`src/rtl/adamw_sqrt_pipe.sv`:
```
`timescale 1ns / 1ps
`default_nettype none
// ----------------------------------------------------------------------------
// adamw_sqrt_pipe
// Integer square root, one root bit per pipeline stage, with side word.
// ----------------------------------------------------------------------------
module adamw_sqrt_pipe #(
    parameter int N  = 28,
    parameter int PW = 1
) (
    input  wire logic            i_clk,
    input  wire logic            i_rst_n,
    input  wire logic            i_en,
    input  wire logic            i_valid,
    input  wire logic [2*N-1:0]  i_rad,
    input  wire logic [PW-1:0]   i_pay,
    output logic                 o_valid,
    output logic [N-1:0]         o_root,
    output logic [PW-1:0]        o_pay
);
    localparam int RADW = 2 * N;
    localparam int REMW = N + 2;

    logic            r_valid [N];
    logic [REMW-1:0] r_rem   [N];
    logic [N-1:0]    r_root  [N];
    logic [RADW-1:0] r_rad   [N];
    logic [PW-1:0]   r_pay   [N];

    for (genvar k = 0; k < N; k++) begin : g_step
        logic            p_valid;
        logic [REMW-1:0] p_rem;
        logic [N-1:0]    p_root;
        logic [RADW-1:0] p_rad;
        logic [PW-1:0]   p_pay;
        logic [REMW-1:0] sh;
        logic [REMW-1:0] trial;
        logic            take;

        if (k == 0) begin : g_first
            assign p_valid = i_valid;
            assign p_rem   = '0;
            assign p_root  = '0;
            assign p_rad   = i_rad;
            assign p_pay   = i_pay;
        end else begin : g_next
            assign p_valid = r_valid[k-1];
            assign p_rem   = r_rem[k-1];
            assign p_root  = r_root[k-1];
            assign p_rad   = r_rad[k-1];
            assign p_pay   = r_pay[k-1];
        end

        // bring down the next two radicand bits, try 4*root + 1
        assign sh    = {p_rem[REMW-3:0], p_rad[RADW-1 -: 2]};
        assign trial = {p_root, 2'b01};
        assign take  = sh >= trial;

        always_ff @(posedge i_clk) begin
            if (!i_rst_n) begin
                r_valid[k] <= 1'b0;
            end else if (i_en) begin
                r_valid[k] <= p_valid;
            end
        end

        always_ff @(posedge i_clk) begin
            if (i_en) begin
                r_rem[k]  <= take ? (sh - trial) : sh;
                r_root[k] <= {p_root[N-2:0], take};
                r_rad[k]  <= {p_rad[RADW-3:0], 2'b00};
                r_pay[k]  <= p_pay;
            end
        end
    end

    assign o_valid = r_valid[N-1];
    assign o_root  = r_root[N-1];
    assign o_pay   = r_pay[N-1];

endmodule
`default_nettype wire

```
`config.mk`:
```
export PLATFORM = sky130hd
export DESIGN_NAME = adamw_sqrt_pipe
export DESIGN_NICKNAME = d
export VERILOG_FILES = /design/src/rtl/adamw_sqrt_pipe.sv
export SDC_FILE = /design/constraint.sdc
export NUM_CORES = 2
export LEC_CHECK = 0
export ABC_AREA = 1
export BUFFER_PORTS_ARGS = -buffer_cell sky130_fd_sc_hd__clkbuf_2
export CORE_MARGIN = 2
export CORE_UTILIZATION = 33
export CTS_CLUSTER_SIZE = 40
export DETAILED_ROUTE_END_ITERATION = 10
export PLACE_DENSITY = 0.54
export SLEW_MARGIN = 20
export SYNTH_ARGS = -nofsm -noshare
export SYNTH_HDL_FRONTEND = slang
export SYNTH_SLANG_ARGS = --single-unit
export TNS_END_PERCENT = 5
```
`constraint.sdc`:
```
create_clock -name i_clk -period 3.45 [get_ports i_clk]
set_clock_uncertainty 0.2 [all_clocks]
set_input_delay 0.1725 -clock i_clk [delete_from_list [all_inputs] [get_ports i_clk]]
set_output_delay 0.1725 -clock i_clk [all_outputs]
set_load 0.005 [all_outputs]
```
=== Yosys cells after proc, flatten, opt, wreduce, memory -nomap -nowiden ===
Memory sizes are Yosys's and may differ from the RTL's.
Index checks and enable logic that the tools add are counted.

* RAM bits: 3192
* Flip-flop bits (word level): 0
* Output and inout port bits: 30
* Memories kept: 5

* $lt $le $gt $ge: 28
* Bitwise operators: 28
* Mux-type cells: 61
* Add/subtract/negate cells: 28

{| class="wikitable"
|+ Memories
! name !! depth !! width !! rd ports !! clocked after memory_dff !! wr ports !! line !! source
|-
| r_rad || 28 || 54 || 27 || 0 || 28 || 27 || <nowiki>logic [RADW-1:0] r_rad [N];</nowiki>
|-
| r_rem || 28 || 30 || 27 || 0 || 28 || 25 || <nowiki>logic [REMW-1:0] r_rem [N];</nowiki>
|-
| r_root || 28 || 28 || 28 || 0 || 28 || 26 || <nowiki>logic [N-1:0] r_root [N];</nowiki>
|-
| r_pay || 28 || 1 || 28 || 0 || 28 || 28 || <nowiki>logic [PW-1:0] r_pay [N];</nowiki>
|-
| r_valid || 28 || 1 || 28 || 0 || 28 || 24 || <nowiki>logic r_valid [N];</nowiki>
|}

{| class="wikitable"
|+ Operators with widths
! kind !! number
|-
| 30-bit 2-to-1 mux || 28
|-
| 30-bit >= comparator || 27
|-
| 30-bit subtractor || 27
|-
| 1-bit 2-to-1 mux || 33
|-
| 1-bit bitwise OR || 28
|-
| 2-bit by 1-bit subtractor with 3-bit output (second input constant) || 1
|-
| 2-bit by 1-bit >= comparator with 1-bit output (second input constant) || 1
|}

=== Logic depth before layout (Yosys ltp) ===
* Depth in word-level cells: 4
* Mapped depth: 16

=== Least setup slack after synthesis ===
OpenSTA, ideal clock, no wires.

* Path kind: register -> register
* Start point: mem r_rem[0][151] in the netlist's numbering
* End point: mem r_rem[0][192] in the netlist's numbering (data pin)
* Setup slack: 1.215 ns
* Clock period less this slack: 2.235 ns
* Library setup time: 0.253 ns
* Arrival time: 1.781 ns
* Stages on the path, launching flop included: 13
* Cell sequence: edfxtp_1 ha_1 a21oi_1 o21ai_2 nand2_1 nand2_2 nand2_2 nand2_2 nor2_4 nand2_4 inv_4 buf_6 nor2_2

{| class="wikitable"
|+ RTL lines
! what !! line
|-
| from (decl) || 25
|}

==> results.toml <==
[status]
status = "complete, no violations"

[final_layout]
final_cells = 16408
finalNetCount = 12558
syn2layout_area_growth_pct = 13.83
final_design_area_no_fill_um2 = 119200
drive_gt1_frac = 0.06737

[route]
drc_errors = 0
post_drt_wl_per_cell_um = 16.87
wl_mm = 276.8
drtPass1Iterations = 6
ant_nets = 0
drt_iter0_drc = 5789
via_per_inst = 4.626
num_vias = 75907

[clock_network]
cts_setup_buffers = 0
clock-root-buffer = "clkbuf_16"
cts_buffers = 225
clk_pin_slew_ps = 60
htreeDepth = 4
cts_tree = "yes"
clock_sinks = 1937
clockBufferDepth = 4
clk_latency_ps = 960

[timing]
fmax_mhz = 326.6
finalSetupViolCount = 0
final_hold_viol_count = 0
worstMarginPinSlew_ps = 1019
timing.final.crit_share = 0.8874
period_needed_ps = 3062
drv_slew = 0
rsz0062_at_grt = "no"
relSlewSlack = 0.3138
tns_ps = 0
setup_ws_ps = 388.4

[setup_path]
reg2reg_to = "r_rem[0][403]"
reg2reg_depth = 11
r2r_start = "r_root[0][347]"
end_kind = "register"
cp_max_fo = 20
required_ps = 3950
rrSetupSlack_ps = 390
start_kind = "register"
crit_arrival_ps = 3560
crit_type = "reg -> reg"

[job]
cap_violations = 0

[synthesis]
syn_inst = 11619
synth_top_cell_by_area = "edfxtp_1"
ys_seq_area_frac = 0.5555
synth_cell_type_count = 55
synth.most_common_cell = "nand2_1"
syn-num-nets = 12116
postSynthAreaPerCell_um2 = 9.010
yosysTopAreaCellShare = 0.5553
ys_top_cells_by_count = "nand2_1 (3706), inv_1 (1966), edfxtp_1 (1936), nor2_1 (964), nand3_1 (666)"
synth_seq_cells = 1937
synth_ff_type = "edfxtp_1"
yosys_warnings = 0
synth_edf_count = 1936
synthArstFlopShare = 0
netlist_area_um2 = 104700
netlist_top_cells_area = "edfxtp_1 (56%), nand2_1 (13%), inv_1 (7.0%)"

[die]
start_util = 0.3321
io_pins = 91
die-area_um2 = 321800
core_um2 = 315200
die_width_um = 567.2
rows = 206
chipHeight_um = 567.2

[place]
place_congestion = 0.9227
hpwl_mm = 213.3
io_buffers = 90
numPlacedInstances = 15872
place_ws_ps = 387.4
dpl_cell_area_um2 = 110600

[global_routing]
antenna_found_initial = 1
grt_overflow = 0
grt_use_total = 0.1690
grt_pass1_wl_mm = 428.4
grt_pass1_vias = 73459
grt_max_degree = 115

[hold_path]
hold_start = "r_rad[0][404]"
holdPathStages = 0
hp-class = "reg -> reg"
holdPathEnd = "r_rad[0][460]"

[pwr]
p_per_area_nw_per_um2 = 598.0
ir_worst_vdd_mv = 0.4328
leakagePower_nw = 52.59
-- timing repair --
action	in CTS	in global routing
endpoints found under the hold margin	866	0
resized for setup	0	0
hold buffers	122	0
-- cells by family (layout without fill, tap and decap cells) --
group                      after synthesis  count (layout)  synth area share
and+or+nand+nor                       5919            5919            0.2357
xor gates and xnor gates               316             316           0.02644
AOI/OAI and AO/OA                      909             909           0.05010
adders and majority gates              436             436           0.05211
buffers and inverters                 2101            2727           0.08016
other                                    1               4        0.00003582
DFF                                   1937            1937            0.5555
-- registers in the layout, indices dropped and copies added (netlist names) --
signal	count
r_valid	28
r_rad	756
r_pay	28
r_root	406
r_rem	719
-- cell type report --
type / count / area [um2]
multi-input combinational: 7581 / 38140
sequential: 1937 / 58160
clock inverter: 150 / 1597
tap: 4160 / 5205
timing repair buffer: 319 / 2765
clock buffer: 261 / 5766
antenna: 3 / 7.507
fill: 32087 / 196100
inverter: 1997 / 7530
-- metrics by stage --
step / util / total power [mW] / hold slack (ps)
2_1_floorplan: - / 41.99 / 71.37
3_3_place_gp: 0.3508 / 47.72 / 148.9
3_5_place_dp: 0.3508 / 47.71 / 151.1
4_1_cts: 0.3780 / 72.15 / 165.2
5_1_grt: 0.3780 / 75.46 / 192.4
6_report: 0.3780 / 71.27 / 156.6
-- worst max path at each step --
stage	start	endpoint	slack (ps)	depth (start not counted)
final	r_root[0][347]	r_rem[0][403]	390	11
after global routing	r_root[1][103]	r_rem[1][146]	180	11
after CTS	r_root[1][103]	r_rem[1][139]	350	12
after detailed placement	r_rem[1][109]	r_rem[1][139]	390	11
after global placement	r_root[1][103]	r_rem[1][139]	360	12
after floorplan	r_rem[0][151]	r_rem[0][192]	1220	12
-- critical path: stages (launching register included) --
cell      delay [ps]
edfxtp_1         490
inv_1             80
ha_1             350
a21oi_1          230
o21ai_0          210
a21oi_1          190
nand2_1          140
nand2_2          140
nand2_4          140
inv_2            380
nand2_1           90
nand2_1          170
-- where the power goes --
group	switching, mW	total [mW]	internal (mW)
Combinational	10.7	16.1	5.37
Sequential	2.02	31.3	29.3
Clock	9.93	23.9	14.0
-- placed cells by master, fill, tap and decap left out, types with 27 or more instances in the layout --
| cell | n |
|---|---|
| a21oi_1 | 414 |
| o21ai_1 | 38 |
| nor2_1 | 964 |
| clkbuf_16 | 225 |
| clkbuf_2 | 89 |
| buf_4 | 85 |
| dlygate4sd3_1 | 122 |
| o21bai_1 | 27 |
| inv_1 | 1966 |
| clkinv_2 | 40 |
| nand4_1 | 182 |
| a21oi_2 | 107 |
| nor3_1 | 119 |
| clkinv_1 | 47 |
| nand3b_1 | 98 |
| o21ai_0 | 253 |
| ha_1 | 436 |
| xnor2_1 | 112 |
| nand2_1 | 3706 |
| xor2_1 | 204 |
| nor2_2 | 38 |
| o21ai_2 | 33 |
| or2_2 | 28 |
| edfxtp_1 | 1936 |
| clkbuf_1 | 36 |
| nand3_1 | 666 |
-- layer usage --
metal,share of wire,track usage,vias up
li1,-,-,38761
met1,0.46,0.2303,35123
met2,0.47,0.2839,1619
met3,0.046,0.01968,404
met4,0.027,0.04451,0
met5,0,0,-
(Power assumes the default switching activity.)
